==> src/design/hwdl_pkg.sv <==
// ----------------------------------------------------------------------------
// hwdl_pkg
// Shared constants, codes and types of the hashed word dictionary lookup unit.
// ----------------------------------------------------------------------------
package hwdl_pkg;

	localparam int TABLE_ENTRIES = 256;
	localparam int IDX_W         = $clog2(TABLE_ENTRIES);
	localparam int HASH_W        = 32;
	localparam int OP_W          = 2;
	localparam int EIDX_W        = 8;
	localparam int BYTE_W        = 8;
	localparam int NEWEST_W      = 9;
	localparam int MIDX_W        = 9;

	localparam logic [HASH_W-1:0] FNV_PRIME = 32'h0100_0193;

	localparam logic [OP_W-1:0] OP_WRITE  = 2'd0;
	localparam logic [OP_W-1:0] OP_NAME   = 2'd1;
	localparam logic [OP_W-1:0] OP_LOOKUP = 2'd2;

	typedef enum logic [1:0] {
		S_IDLE,
		S_SCAN,
		S_DONE
	} scan_state_t;

	typedef struct packed {
		logic              start;
		logic              empty;
		logic [IDX_W-1:0]  top_idx;
		logic [HASH_W-1:0] key;
	} scan_cmd_t;

	typedef struct packed {
		logic              done;
		logic              busy;
		logic              found;
		logic [IDX_W-1:0]  idx;
		logic [HASH_W-1:0] key;
	} scan_res_t;

	// one FNV-1a fold step: xor the byte in, multiply by the prime mod 2^32
	function automatic logic [HASH_W-1:0] fnv_fold(input logic [HASH_W-1:0] h,
	                                               input logic [BYTE_W-1:0] b);
		logic [HASH_W-1:0] x;
		x = h ^ {{(HASH_W-BYTE_W){1'b0}}, b};
		return HASH_W'(x * FNV_PRIME);
	endfunction

endpackage

==> src/design/hwdl_scan.sv <==
// ----------------------------------------------------------------------------
// hwdl_scan
// Search sequencer: walks table entries from the top index down, one RAM read
// per cycle, through a single shared compare unit.
// ----------------------------------------------------------------------------
module hwdl_scan (
	input  logic                        clk,
	input  logic                        arst_n,
	input  hwdl_pkg::scan_cmd_t         cmd,
	input  logic                        out_free,
	output logic                        rd_en,
	output logic [hwdl_pkg::IDX_W-1:0]  rd_addr,
	input  logic [hwdl_pkg::HASH_W-1:0] rd_data,
	output hwdl_pkg::scan_res_t         res
);
	import hwdl_pkg::*;

	scan_state_t       state_q, state_next;
	logic [HASH_W-1:0] key_q;
	logic [IDX_W-1:0]  addr_q;
	logic              issue_q;
	logic              cmp_vld_s1;
	logic [IDX_W-1:0]  cmp_idx_s1;
	logic              found_q;
	logic [IDX_W-1:0]  idx_q;
	logic              hit;
	logic              finish;

	assign hit    = cmp_vld_s1 && (rd_data == key_q);
	assign finish = cmp_vld_s1 && (hit || cmp_idx_s1 == '0);

	always_comb begin
		state_next = state_q;
		unique case (state_q)
			S_IDLE: begin
				if (cmd.start) begin
					state_next = cmd.empty ? S_DONE : S_SCAN;
				end
			end
			S_SCAN: begin
				if (finish) begin
					state_next = S_DONE;
				end
			end
			S_DONE: begin
				if (out_free) begin
					state_next = S_IDLE;
				end
			end
			default: state_next = S_IDLE;
		endcase
	end

	always_comb begin
		rd_en     = (state_q == S_SCAN) && issue_q;
		rd_addr   = addr_q;
		res.done  = (state_q == S_DONE) && out_free;
		res.busy  = (state_q != S_IDLE);
		res.found = found_q;
		res.idx   = idx_q;
		res.key   = key_q;
	end

	always_ff @(posedge clk or negedge arst_n) begin
		if (!arst_n) begin
			state_q    <= S_IDLE;
			issue_q    <= 1'b0;
			cmp_vld_s1 <= 1'b0;
			found_q    <= 1'b0;
		end else begin
			state_q    <= state_next;
			cmp_vld_s1 <= rd_en && !finish;
			if (state_q == S_IDLE && cmd.start) begin
				issue_q <= !cmd.empty;
				found_q <= 1'b0;
			end else if (state_q == S_SCAN) begin
				if (finish || addr_q == '0) begin
					issue_q <= 1'b0;
				end
				if (hit) begin
					found_q <= 1'b1;
				end
			end
		end
	end

	always_ff @(posedge clk) begin
		if (state_q == S_IDLE && cmd.start) begin
			key_q  <= cmd.key;
			addr_q <= cmd.top_idx;
		end else if (rd_en) begin
			addr_q <= addr_q - IDX_W'(1);
		end
		cmp_idx_s1 <= addr_q;
		if (hit) begin
			idx_q <= cmp_idx_s1;
		end
	end

`ifndef NO_ASSERTIONS
	// a scan in progress always has a read in flight or still to issue
	a_scan_live: assert property (@(posedge clk) disable iff (!arst_n)
		!(state_q == S_SCAN && !issue_q && !cmp_vld_s1))
		else $error("scan stalled with nothing in flight");

	a_start_idle: assert property (@(posedge clk) disable iff (!arst_n)
		cmd.start |-> state_q == S_IDLE)
		else $error("search request while sequencer busy");

	a_done_free: assert property (@(posedge clk) disable iff (!arst_n)
		res.done |=> state_q == S_IDLE)
		else $error("sequencer did not return to idle after result");
`endif
endmodule

==> config.mk <==
export PLATFORM = sky130hd
export DESIGN_NAME = hwdl_scan
export DESIGN_NICKNAME = d
export VERILOG_FILES = /design/src/design/hwdl_pkg.sv /design/src/design/hwdl_scan.sv
export SDC_FILE = /design/constraint.sdc
export NUM_CORES = 1
export LEC_CHECK = 0
export BUFFER_PORTS_ARGS = -buffer_cell sky130_fd_sc_hd__buf_2
export CAP_MARGIN = 10
export CORE_ASPECT_RATIO = 0.8
export CORE_MARGIN = 3
export CORE_UTILIZATION = 40
export CTS_CLUSTER_SIZE = 24
export DETAILED_ROUTE_END_ITERATION = 6
export PLACE_DENSITY_LB_ADDON = 0.05
export REMOVE_ABC_BUFFERS = 1
export SLEW_MARGIN = 20
export SYNTH_ARGS = -nofsm -noshare
export SYNTH_HDL_FRONTEND = slang
export SYNTH_SLANG_ARGS = --single-unit
==> constraint.sdc <==
create_clock -name clk -period 2.05 [get_ports clk]
set_input_delay 0.205 -clock clk [delete_from_list [all_inputs] [get_ports clk]]
set_output_delay 0.205 -clock clk [all_outputs]
set_load 0.02 [all_outputs]
==> metrics.txt <==
Layout fillers 470; layout cells sized above 1 a little under half; Final setup viols 0; CTS tree built; R2R cell count 7; vias in the first global route approximately 1700; Synth warnings 0; Worst-Margin Slew 0.470 ns; slowest stage cell, crit path nor4_1; Seq cells post-synth between 60 and 70; Req. time, crit path roughly 2.3 ns; grt ovf 0; Final nets 394; maximum capacitance violations 0; initial drt markers 90; Antenna Cells 0; unique cell type count in the Yosys netlist 26; Hold Crit Class in -> reg; Skew-Pair Late Insertion Delay 0.34 ns; Die W 93.4 um; H-tree depth 3; VDD IR max 916 uV; Max Root-Sink Buffers 2; CP Cell Sequence xor2_1, nor4_1, nand4_1, nor4_2, buf_4, o21a_4, o32ai_1; ys async rst share 8.20%; most frequent cells in the layout buf_2 (128), edfxtp_1 (48), xor2_1 (29); routability cong. 0.748; # IOs 129; relative slew slack 68.7%; first-pass GRT wire length between 8 and 9 mm; Slew Viols, Final 0; reg2reg end state_q[0]; synthesis-to-finish area growth 39.9%; Crit Path Class reg -> reg; slowest stage delay, CP 0.42 ns; flop2flop setup slack between 0.09 and 0.1 ns; Final Hold Fails 0; family with the most delay on the worst path simple AND/OR/NAND/NOR gates; largest area contributor in the netlist edfxtp_1; drt total wl 5.61 mm; mean routed wirelength per cell between 10 and 15 um; hold_ws 0.0395 ns; unrepaired setup endpoints after global routing false; HPWL after DPL 4.36 mm; most common cell after layout, fill and taps aside buf_2; pin count of the biggest net entering global routing 31; status finished clean; number of enable flip-flop cells after synthesis between 40 and 50; initial antenna violation count 0; DR pass1 iterations 4; Crit Path Max Fanout 4; height of the die ~76 um; Min-Delay Endpoint key_q[30]; Post-DP Area between 3000 and 4000 um^2; Clock Tree Root clkbuf_8; input/output buffers roughly 130; Antenna Violating Nets Remaining 0; overall power 0.00418 W; clk_skew 0.00628 ns; Final min period between 1.5 and 2 ns; crit share post-route 95.2%; FMAX around 510 MHz; total CTS buffers 9; Worst setup EP type flip-flop; clock-pin slew on the worst setup and hold paths ~0.070 ns; Seq/Total Area, Yosys 70.6%; min-delay src cmd[30]; Post-Syn Instances 172; # DRC 0; num rows 24; CP startpoint kind flip-flop; Leak 1.50 nW; DR vias 1824; Mapped Avg Cell Area 14.2 um^2; R2R Path Start key_q[19]; Critical Path AT 2.16 ns; Starting Density a little over two fifths; Hold Path Depth 1; share of the synthesized area in the top cell type 59.0%; Synth Cell Area about 2400 um^2; pwr dens 1220 nW/um^2; commonest register cell after synthesis edfxtp_1; die area 7090 um^2; Design Area, Final 3420 um^2; Core Box Area 5680 um^2; TritonCTS Sinks 61; Vias per Instance approximately 4.6; CP Buf/Inv Count 1; largest cells by area after synthesis edfxtp_1 (59%), xor2_1 (10%), dfxtp_1 (6.6%), dfrtp_1 (5.1%), xnor2_1 (2.9%); All-Layer GR Usage between 15 and 20%
## where the power goes
| group | total [W] | switching, W | internal, W |
|---|---|---|---|
| sequential | 0.00205 | 0.000258 | 0.00179 |
| clock | 0.000932 | 0.000435 | 0.000498 |
| combinational | 0.00120 | 0.000746 | 0.000453 |
| total | 0.00418 | 0.00144 | 0.00274 |
## per-stage QoR
stage | TNS, ns | instances | setup slack, ns | utilization (%)
floorplan | -1.87 | 169 | -0.222 | -
CTS | 0 | 397 | 0.0529 | 60.0
global placement | 0 | 380 | 0.0416 | 56.7
finish | 0 | 398 | 0.0991 | 60.3
global route | 0 | 398 | 0.00183 | 60.3
detailed placement | 0 | 380 | 0.0693 | 56.7
## repair_timing
item,4_1_cts,5_1_grt
hold buffers,1,0
setup buffers,0,1
setup endpoints to repair,0,12
gates resized for setup,0,2
endpoints found under the hold margin,5,0
## synth_stat cells, types with 3 or more instances
cell and instances:
xor2_1 29, nor2_1 13, dfrtp_1 5, a21oi_1 4, nor4_1 8, nand3_1 3, o21ai_0 7, nor3_1 3
xnor2_1 8, nand2_1 11, inv_1 7, dfxtp_1 8, edfxtp_1 48
## worst max-delay path by stage
stage | startpoint | endpoint | cells past startpoint
5_1_grt | key_q[18] | state_q[0] | 8
3_3_place_gp | key_q[20] | issue_q | 8
2_1_floorplan | key_q[23] | state_q[0] | 6
3_5_place_dp | key_q[19] | issue_q | 7
4_1_cts | key_q[19] | issue_q | 7
6_report | key_q[19] | state_q[0] | 7
## logic make-up (layout without fill, tap and decap cells)
| kind of cell | after synthesis | in the layout | synth area share (%) |
|---|---|---|---|
| flops | 61 | 61 | 70.6 |
| simple gates | 46 | 46 | 9.37 |
| xor+xnor | 37 | 37 | 13.3 |
| compound gates | 15 | 15 | 3.63 |
| buf+inv | 10 | 158 | 1.69 |
| fa+ha+maj | 2 | 2 | 1.02 |
| mux | 1 | 1 | 0.409 |
## layer usage
metal / global-route usage, % / vias to the layer above / share of wire, %
met5: 0 / - / 0
met4: 4.83 / 0 / 0.32
li1: - / 900 / -
met1: 20.1 / 821 / 43
met2: 23.1 / 99 / 44
met3: 8.22 / 4 / 12
## flip-flops by register name (all words and copies together) (netlist names)
name        cells
cmp_vld_s1      1
state_q         2
cmp_idx_s1      8
found_q         1
key_q          32
idx_q           8
rd_addr         8
issue_q         1
## final cells by class
cell class	count	area, um^2	area share [%]
Sequential cell	61	1730	50.5
Timing Repair Buffer	135	708	20.7
Multi-Input combinational cell	101	683	20.0
Clock buffer	12	155	4.54
Tap cell	78	97.6	2.85
Inverter	7	26.3	0.768
Clock inverter	4	22.5	0.659
(Power assumes the default switching activity.)
