--- config.mk ---
export PLATFORM = sky130hd
export DESIGN_NAME = hwdl_hash
export DESIGN_NICKNAME = d
export VERILOG_FILES = /design/src/design/hwdl_pkg.sv /design/src/design/hwdl_hash.sv
export SDC_FILE = /design/constraint.sdc
export NUM_CORES = 1
export LEC_CHECK = 0
export ABC_AREA = 0
export BUFFER_PORTS_ARGS = -buffer_cell sky130_fd_sc_hd__buf_2
export CAP_MARGIN = 10
export CORE_UTILIZATION = 30
export CTS_CLUSTER_DIAMETER = 150
export CTS_CLUSTER_SIZE = 24
export DETAILED_ROUTE_END_ITERATION = 10
export MAX_ROUTING_LAYER = met4
export SETUP_SLACK_MARGIN = 0.1
export SLEW_MARGIN = 20
export SYNTH_ARGS = -nofsm -noshare
export SYNTH_HDL_FRONTEND = slang
export SYNTH_SLANG_ARGS = --single-unit
export TNS_END_PERCENT = 100
--- constraint.sdc ---
create_clock -name clk -period 11.2 [get_ports clk]
set_input_delay 1.12 -clock clk [delete_from_list [all_inputs] [get_ports clk]]
set_output_delay 1.12 -clock clk [all_outputs]
set_load 0.01 [all_outputs]
--- src/design/hwdl_pkg.sv ---
// ----------------------------------------------------------------------------
// hwdl_pkg
// Shared constants, codes and types of the hashed word dictionary lookup unit.
// ----------------------------------------------------------------------------
package hwdl_pkg;

	localparam int TABLE_ENTRIES = 256;
	localparam int IDX_W         = $clog2(TABLE_ENTRIES);
	localparam int HASH_W        = 32;
	localparam int OP_W          = 2;
	localparam int EIDX_W        = 8;
	localparam int BYTE_W        = 8;
	localparam int NEWEST_W      = 9;
	localparam int MIDX_W        = 9;

	localparam logic [HASH_W-1:0] FNV_PRIME = 32'h0100_0193;

	localparam logic [OP_W-1:0] OP_WRITE  = 2'd0;
	localparam logic [OP_W-1:0] OP_NAME   = 2'd1;
	localparam logic [OP_W-1:0] OP_LOOKUP = 2'd2;

	typedef enum logic [1:0] {
		S_IDLE,
		S_SCAN,
		S_DONE
	} scan_state_t;

	typedef struct packed {
		logic              start;
		logic              empty;
		logic [IDX_W-1:0]  top_idx;
		logic [HASH_W-1:0] key;
	} scan_cmd_t;

	typedef struct packed {
		logic              done;
		logic              busy;
		logic              found;
		logic [IDX_W-1:0]  idx;
		logic [HASH_W-1:0] key;
	} scan_res_t;

	// one FNV-1a fold step: xor the byte in, multiply by the prime mod 2^32
	function automatic logic [HASH_W-1:0] fnv_fold(input logic [HASH_W-1:0] h,
	                                               input logic [BYTE_W-1:0] b);
		logic [HASH_W-1:0] x;
		x = h ^ {{(HASH_W-BYTE_W){1'b0}}, b};
		return HASH_W'(x * FNV_PRIME);
	endfunction

endpackage

--- src/design/hwdl_hash.sv ---
// ----------------------------------------------------------------------------
// hwdl_hash
// Running FNV-1a name hash with end-of-name tracking.
// ----------------------------------------------------------------------------
module hwdl_hash (
	input  logic                      clk,
	input  logic                      arst_n,
	input  logic                      upd,
	input  logic [hwdl_pkg::BYTE_W-1:0] name_byte,
	input  logic                      last_byte,
	output logic [hwdl_pkg::HASH_W-1:0] hash_next
);
	import hwdl_pkg::*;

	logic [HASH_W-1:0] hash_q;
	logic              ended_q;
	logic              zero_byte;

	assign zero_byte = (name_byte == '0);
	assign hash_next = (ended_q || zero_byte) ? hash_q : fnv_fold(hash_q, name_byte);

	always_ff @(posedge clk or negedge arst_n) begin
		if (!arst_n) begin
			hash_q  <= '0;
			ended_q <= 1'b0;
		end else if (upd) begin
			if (last_byte) begin
				hash_q  <= '0;
				ended_q <= 1'b0;
			end else begin
				hash_q  <= hash_next;
				ended_q <= ended_q | zero_byte;
			end
		end
	end
endmodule

==> flow_metrics.py, run 1 <==
metrics = {
    "status": {
        "status": "finished, final reports clean",
    },
    "clock_network": {
        "cts_max_path_buffers": 2,
        "clkLatencyLatePin_ns": 0.29,
        "cts_tree": "built",
        "post_cts_resize_count": 0,
        "hold_buffers": 0,
        "cts_buffers": 5,
        "cts-root-buf": "clkbuf_16",
        "cts-htree-levels": 2,
        "cts.reportedPaths.clkPinSlew_ns": 0.06,
        "cts_sinks": 33,
        "post-cts-setup-buffers": 0,
    },
    "sta": {
        "holdWs_ns": 0.567,
        "fmax_mhz": 121,
        "tns_ns": 0,
        "rsz0062_at_grt": "false",
        "setup_viol": 0,
        "layout_min_cycle_time_ns": 8.24,
        "worstMarginPinSlew_ns": 0.900,
        "final_hold_viol_count": 0,
        "finClkSkew_ns": 0.00531,
        "relSlewSlack_pct": 40.0,
        "post-route-period-util_pct": 73.6,
        "drv_slew": 0,
    },
    "yosys": {
        "yosysUniqueCellTypes": 53,
        "synth_seq_area_share_pct": 11.3,
        "synth.cell_area_um2": 7330,
        "muxShareOfSynthArea_pct": 0.290,
        "synth_compound_area_share_pct": 13.8,
        "synth_cells": 780,
        "synthAdderAreaFrac_pct": 51.6,
        "synth_xor_area_share_pct": 6.33,
        "synth_simple_gate_area_share_pct": 7.20,
        "syn_avg_cell_area_um2": 9.40,
        "synth_edf_count": 0,
        "ys.flop_type": "dfrtp_1",
        "synth_fp_nets": 1050,
        "ys_async_sr_fraction_pct": 100,
        "synth_top_family_by_area": "adder cells",
        "ys_ff_latch": 33,
        "synth_warnings": 0,
    },
    "setup_path": {
        "cp_data_required_time_ns": 10.08,
        "rrSetupSlack_ns": 4.85,
        "worst-path-stages": 21,
        "reg2reg_from": "hash_q[6]",
        "cp-end-kind": "primary output",
        "worstPathCellList": "buf_2, xor2_1, ha_1, ha_1, fa_1, ha_1, fa_1, ha_1, inv_1, fa_1, inv_1, ha_1, nand3_2, or3_4, o311ai_4, a211oi_2, o41ai_2, o41ai_2, xnor2_1, o21ai_1, buf_2",
        "path_buf_inv": 4,
        "timing.rr.end": "hash_q[31]",
        "ff2ff_path_depth": 19,
        "critical_path.top_delay_family": "adder cells",
        "cp_slowest_cell": "xor2_1",
        "cp-startpoint": "name_byte[6]",
        "crit_end": "hash_next[31]",
        "cp_common_cell": "ha_1",
        "path_class": "in2out",
        "slowest_delay_ns": 0.61,
        "arrival_ns": 7.12,
        "path_max_fanout": 6,
        "critical_path.startpoint_type": "primary input",
    },
    "routing": {
        "drc": 0,
        "first_pass_iters": 4,
        "wl_per_cell_um": 16.6,
        "ant_nets": 0,
        "viasPerCell": 4.78,
        "initialDrtViolationCount": 269,
        "num_vias": 5443,
        "wl_mm": 18.9,
    },
    "final_layout": {
        "seq_area_um2": 826,
        "fin_nets": 1089,
        "multiInputGateArea_um2": 5810,
        "syn2layout_area_growth_pct": 10.1,
        "nFillCells": 2433,
        "drive_gt1_share_pct": 9.02,
        "diodes": 0,
        "finalInstanceArea_um2": 8080,
    },
    "floorplanning": {
        "start_util_pct": 30.9,
        "num_io_pins": 44,
        "die_area_um2": 25100,
        "die_w_um": 158,
        "coreArea_um2": 23800,
        "std_cell_rows": 56,
        "die_h_um": 158,
    },
    "global_routing": {
        "grt_max_degree": 35,
        "grt_pass1_vias": 5587,
        "grtUsageTotal_pct": 16.7,
        "grt.overflow.total": 0,
        "grt_pass1_wl_mm": 30.5,
        "antenna_found_initial": 0,
    },
    "place": {
        "hpwlAfterDp_mm": 15.7,
        "place_area_um2": 7900,
        "io_buffers": 43,
        "place_congestion": 0.901,
    },
    "run": {
        "cap_violations": 0,
    },
    "min_path": {
        "hp-class": "reg2reg",
    },
}
[state kept, by name, indices dropped and copies added, names as in the netlist]
register  count
ended_q       1
hash_q       32
[cell type report]
class / count / share of cell area (%)
flip-flops and latches: 33 / 10.2
multi-input cells: 567 / 72.0
well taps: 319 / 4.94
clock inverters: 2 / 0.465
repair buffers: 46 / 2.94
clock buffers: 6 / 1.72
inverters: 166 / 7.72
[placed cells by master (no fill, tap or decap), drive strengths merged, types with 10 or more instances in the layout]
cell type  count
a22o          20
nand2         59
xnor2         32
nor2          20
fa            74
ha           184
o21ai         40
xor2          21
a21oi         24
inv          166
buf           46
nor3          10
a21o          16
dfrtp         33
[worst min-delay path by stage]
stage               from         to  slack [ns]  cells past startpoint
2_1_floorplan  hash_q[1]  hash_q[1]        0.52                      1
3_3_place_gp   hash_q[7]  hash_q[7]        0.54                      1
3_5_place_dp   hash_q[7]  hash_q[7]        0.55                      1
4_1_cts        hash_q[1]  hash_q[1]        0.56                      1
5_1_grt        hash_q[7]  hash_q[7]        0.60                      1
6_report       hash_q[7]  hash_q[7]        0.57                      1
[worst register-to-register path, delay by kind of cell, from the launching register on]
kind            cells  cell delay, ns
compound gates      5            1.30
xor+xnor            2            0.80
fa+ha+maj           8            3.05
buf+inv             2            0.09
flops               1            0.44
simple gates        2            0.59
[kinds of logic after synthesis]
| group | after synthesis |
|---|---|
| AND/OR/NAND/NOR | 117 |
| adder cells (fa/ha/maj) | 258 |
| XOR/XNOR | 53 |
| AO/OA/AOI/OAI | 137 |
| multiplexers | 2 |
| flip-flops | 33 |
| buffers and inverters | 180 |
[per-stage QoR]
step	utilization, %	instances	setup WS, ns
after floorplan	-	780	3.87
after global placement	33.3	1131	3.05
after detailed placement	33.3	1131	2.98
after CTS	34.0	1139	2.97
after global routing	34.0	1139	2.68
final	34.0	1139	2.96
[synthesized netlist by cell type, types with 2 or more instances]
cell type  instances  share of area (%)
a2111oi_0          2               0.24
a211oi_1           3               0.31
a21o_1            14                1.4
a21o_2             2               0.24
a21oi_1           23                1.6
a22o_1            20                2.4
a31oi_1            5               0.43
and2_1             4               0.34
and3_1             5               0.43
buf_6              3               0.46
clkbuf_1          10               0.51
dfrtp_1           33                 11
fa_1              74                 20
ha_1             184                 31
inv_1            166                8.5
nand2_1           59                3.0
nand2b_1           3               0.26
nand3_1            3               0.20
nor2_1            20                1.0
nor2b_1            5               0.43
nor3_1            10               0.68
nor4_1             2               0.17
o21a_1             5               0.51
o21ai_0           28                1.9
o21ai_1           11               0.75
o221ai_1           2               0.24
o2bb2ai_1          4               0.48
o41ai_2            3               0.67
or2_2              2               0.17
xnor2_1           32                3.8
xor2_1            21                2.5
[metal layers]
layer / vias to the layer above / part of all wire, % / global-route usage [%]
met2: 96 / 45 / 26.0
met1: 2652 / 50 / 23.3
li1: 2674 / - / -
met4: 0 / 1.8 / 3.39
met3: 21 / 4.2 / 1.88
met5: - / 0 / -
Power of run 1 is left out: the tool's default activity adds up to more than one toggle a clock period on the data nets, which glitch-free logic cannot reach.
==> run 2: changes to the inputs <==
Settings changed: ABC_AREA 0 to 1.
Clock period 11.2 ns to 7.3 ns, I/O delays scaled along.
==> run 2 against run 1 <==
Flip-flop and latch count stayed put; clock skew is 0.0018 ns lower; first-iteration DRC count is 28% higher; register-to-register slack worse by 3.1 ns; critical path type unchanged; setup slack worse by 2.4 ns; sequential share of layout area is 0.87 points lower; die area is 9.8% higher; synthesized cell count is 36% higher; final cell count is 27% higher; routed wire length is 16% higher; design area is 9.3% higher; global-route usage is 0.24 points higher.
==> flow_metrics.py, run 2 <==
metrics = {
    "clock_network": {
        "post-cts-setup-buffers": 0,
        "cts_max_path_buffers": 2,
        "post_cts_resize_count": 0,
        "cts-htree-levels": 2,
        "cts.reportedPaths.clkPinSlew_ns": 0.06,
        "cts_tree": "built",
        "cts_sinks": 33,
        "hold_buffers": 0,
        "cts_buffers": 5,
        "clkLatencyLatePin_ns": 0.30,
        "cts-root-buf": "clkbuf_16",
    },
    "setup_path": {
        "critical_path.startpoint_type": "primary input",
        "cp-end-kind": "primary output",
        "cp_slowest_cell": "xor2_1",
        "arrival_ns": 6.00,
        "path_class": "in2out",
        "cp_data_required_time_ns": 6.57,
        "cp_common_cell": "nand2_1",
        "critical_path.top_delay_family": "adder cells",
        "slowest_delay_ns": 0.59,
        "path_max_fanout": 5,
        "worstPathCellList": "buf_2, xor2_1, and2_1, nor2_1, ha_1, fa_1, ha_1, fa_1, ha_1, inv_1, fa_1, inv_1, ha_1, a21o_1, nand2_1, nand2_1, a21oi_1, nand2_2, nand2_1, nand2_1, nand2_1, nand3_1, and2_1, buf_2",
        "path_buf_inv": 4,
    },
    "min_path": {
        "hp-class": "in2async",
    },
    "yosys": {
        "yosysMostFrequentCell": "inv_1",
        "muxShareOfSynthArea_pct": 0,
        "yosys.area.top_type": "ha_1",
        "synthAdderAreaFrac_pct": 46.9,
        "synth_simple_gate_area_share_pct": 21.5,
        "synth_compound_area_share_pct": 6.32,
        "synth_seq_area_share_pct": 10.2,
        "ys_async_sr_fraction_pct": 100,
        "synth_top_family_by_area": "adder cells",
        "synth_cells": 1062,
        "netlist_top_cells_count": "inv_1 (259), nand2_1 (225), ha_1 (184)",
        "ys_ff_latch": 33,
        "synth_warnings": 0,
        "syn_avg_cell_area_um2": 7.59,
        "synth_edf_count": 0,
        "synth.cell_area_um2": 8060,
        "ys.flop_type": "dfrtp_1",
        "yosysUniqueCellTypes": 39,
        "synth_area_leaders": "ha_1 (29%), fa_1 (18%), inv_1 (12%), nand2_1 (10%), dfrtp_1 (10%)",
        "synth_top_area_share_pct": 28.6,
        "synth_xor_area_share_pct": 2.06,
        "synth_fp_nets": 1332,
    },
    "sta": {
        "tns_ns": 0,
        "setup_viol": 0,
        "post-route-period-util_pct": 92.2,
        "drv_slew": 0,
        "relSlewSlack_pct": 42.8,
        "layout_min_cycle_time_ns": 6.73,
        "fmax_mhz": 149,
        "finClkSkew_ns": 0.00355,
        "final_hold_viol_count": 0,
        "rsz0062_at_grt": "false",
        "worstMarginPinSlew_ns": 0.858,
    },
    "global_routing": {
        "antenna_found_initial": 0,
        "grt_use_met3_pct": 1.67,
        "grt_max_degree": 34,
        "grt_use_met1_pct": 22.8,
        "use_met2_pct": 27.3,
        "grtUsageTotal_pct": 17.0,
        "grt.busiest_layer": "met2",
        "grt_pass1_vias": 6813,
        "grt.overflow.total": 0,
        "grt_pass1_wl_mm": 35.6,
    },
    "final_layout": {
        "final_cell_mix": "inv_1 (259), nand2_1 (225), ha_1 (184), fa_1 (74), nand3_1 (66)",
        "top_register": "hash_q",
        "largest_registers": "hash_q x32, ended_q x1",
        "fin_nets": 1378,
        "final_common_cell": "inv_1",
        "diodes": 0,
        "multiInputGateArea_um2": 6190,
        "largest_register_ffs": 32,
        "final_cell_count_no_fill": 1444,
        "nFillCells": 2795,
        "drive_gt1_share_pct": 8.57,
        "seq_area_um2": 826,
        "syn2layout_area_growth_pct": 9.50,
    },
    "place": {
        "dp.cells": 1436,
        "io_buffers": 43,
        "hpwlAfterDp_mm": 18.7,
        "place_congestion": 0.938,
    },
    "floorplanning": {
        "std_cell_rows": 59,
        "die_w_um": 166,
        "start_util_pct": 30.8,
        "num_io_pins": 44,
        "coreArea_um2": 26200,
        "die_area_um2": 27500,
        "die_h_um": 166,
    },
    "routing": {
        "initialDrtViolationCount": 343,
        "drc": 0,
        "viasPerCell": 4.67,
        "ant_nets": 0,
        "wl_per_cell_um": 15.2,
        "first_pass_iters": 5,
        "wl_mm": 21.9,
        "num_vias": 6738,
    },
    "run": {
        "cap_violations": 0,
    },
    "status": {
        "status": "finished, final reports clean",
    },
}
run 2: cell count changes after synthesis, moves of 9 or more:
cell / change
a21o_1: -13
a22o_1: -20
inv_1: +93
nand2_1: +166
nand3_1: +63
nand4_1: +9
nor2_1: +27
o21ai_0: -9
xnor2_1: -23
xor2_1: -11
run 2: logic make-up (layout without fill, tap and decap cells):
kind of cell	count (synthesis)	in the layout
XOR/XNOR	19	19
AO/OA/AOI/OAI	86	86
AND/OR/NAND/NOR	394	394
flip-flops	33	33
adder cells (fa/ha/maj)	258	258
buffers and inverters	272	319
run 2: stage by stage:
step / worst slack [ns] / area [um2] / hold WS, ns / utilization (%)
after floorplan: 1.52 / 8060 / 0.434 / -
after global placement: 0.640 / 8680 / 0.517 / 33.1
after detailed placement: 0.600 / 8680 / 0.531 / 33.1
after CTS: 0.593 / 8830 / 0.548 / 33.7
after global routing: 0.290 / 8830 / 0.583 / 33.7
final: 0.567 / 8830 / 0.539 / 33.7
run 2: path summary, 6_finish.rpt:
path,start,end,slack [ns],depth (start not counted)
setup reg to reg,hash_q[3],hash_q[26],1.75,24
max in group asynchronous,arst_n,hash_q[21],6.22,1
setup / recovery,name_byte[3],hash_next[22],0.57,24
hold / removal,arst_n,hash_q[4],0.54,1
hold reg to reg,hash_q[1],hash_q[1],0.54,2
min in group clk,hash_q[1],hash_q[1],0.54,2
run 2: layer usage:
metal  vias up  part of all wire, %
li1       3409                    -
met1      3179                   49
met2       128                   46
met3        22                  3.1
met4         0                  1.9
met5         -                    0
run 2: final cells by class:
type                            instances  share of cell area, %
Multi-Input combinational cell        757                   70.2
Inverter                              262                   11.1
Sequential cell                        33                   9.36
Tap cell                              335                   4.75
Timing Repair Buffer                   49                   2.95
Clock buffer                            5                   1.42
Clock inverter                          3                  0.198
Power of run 2 is left out for the same reason.
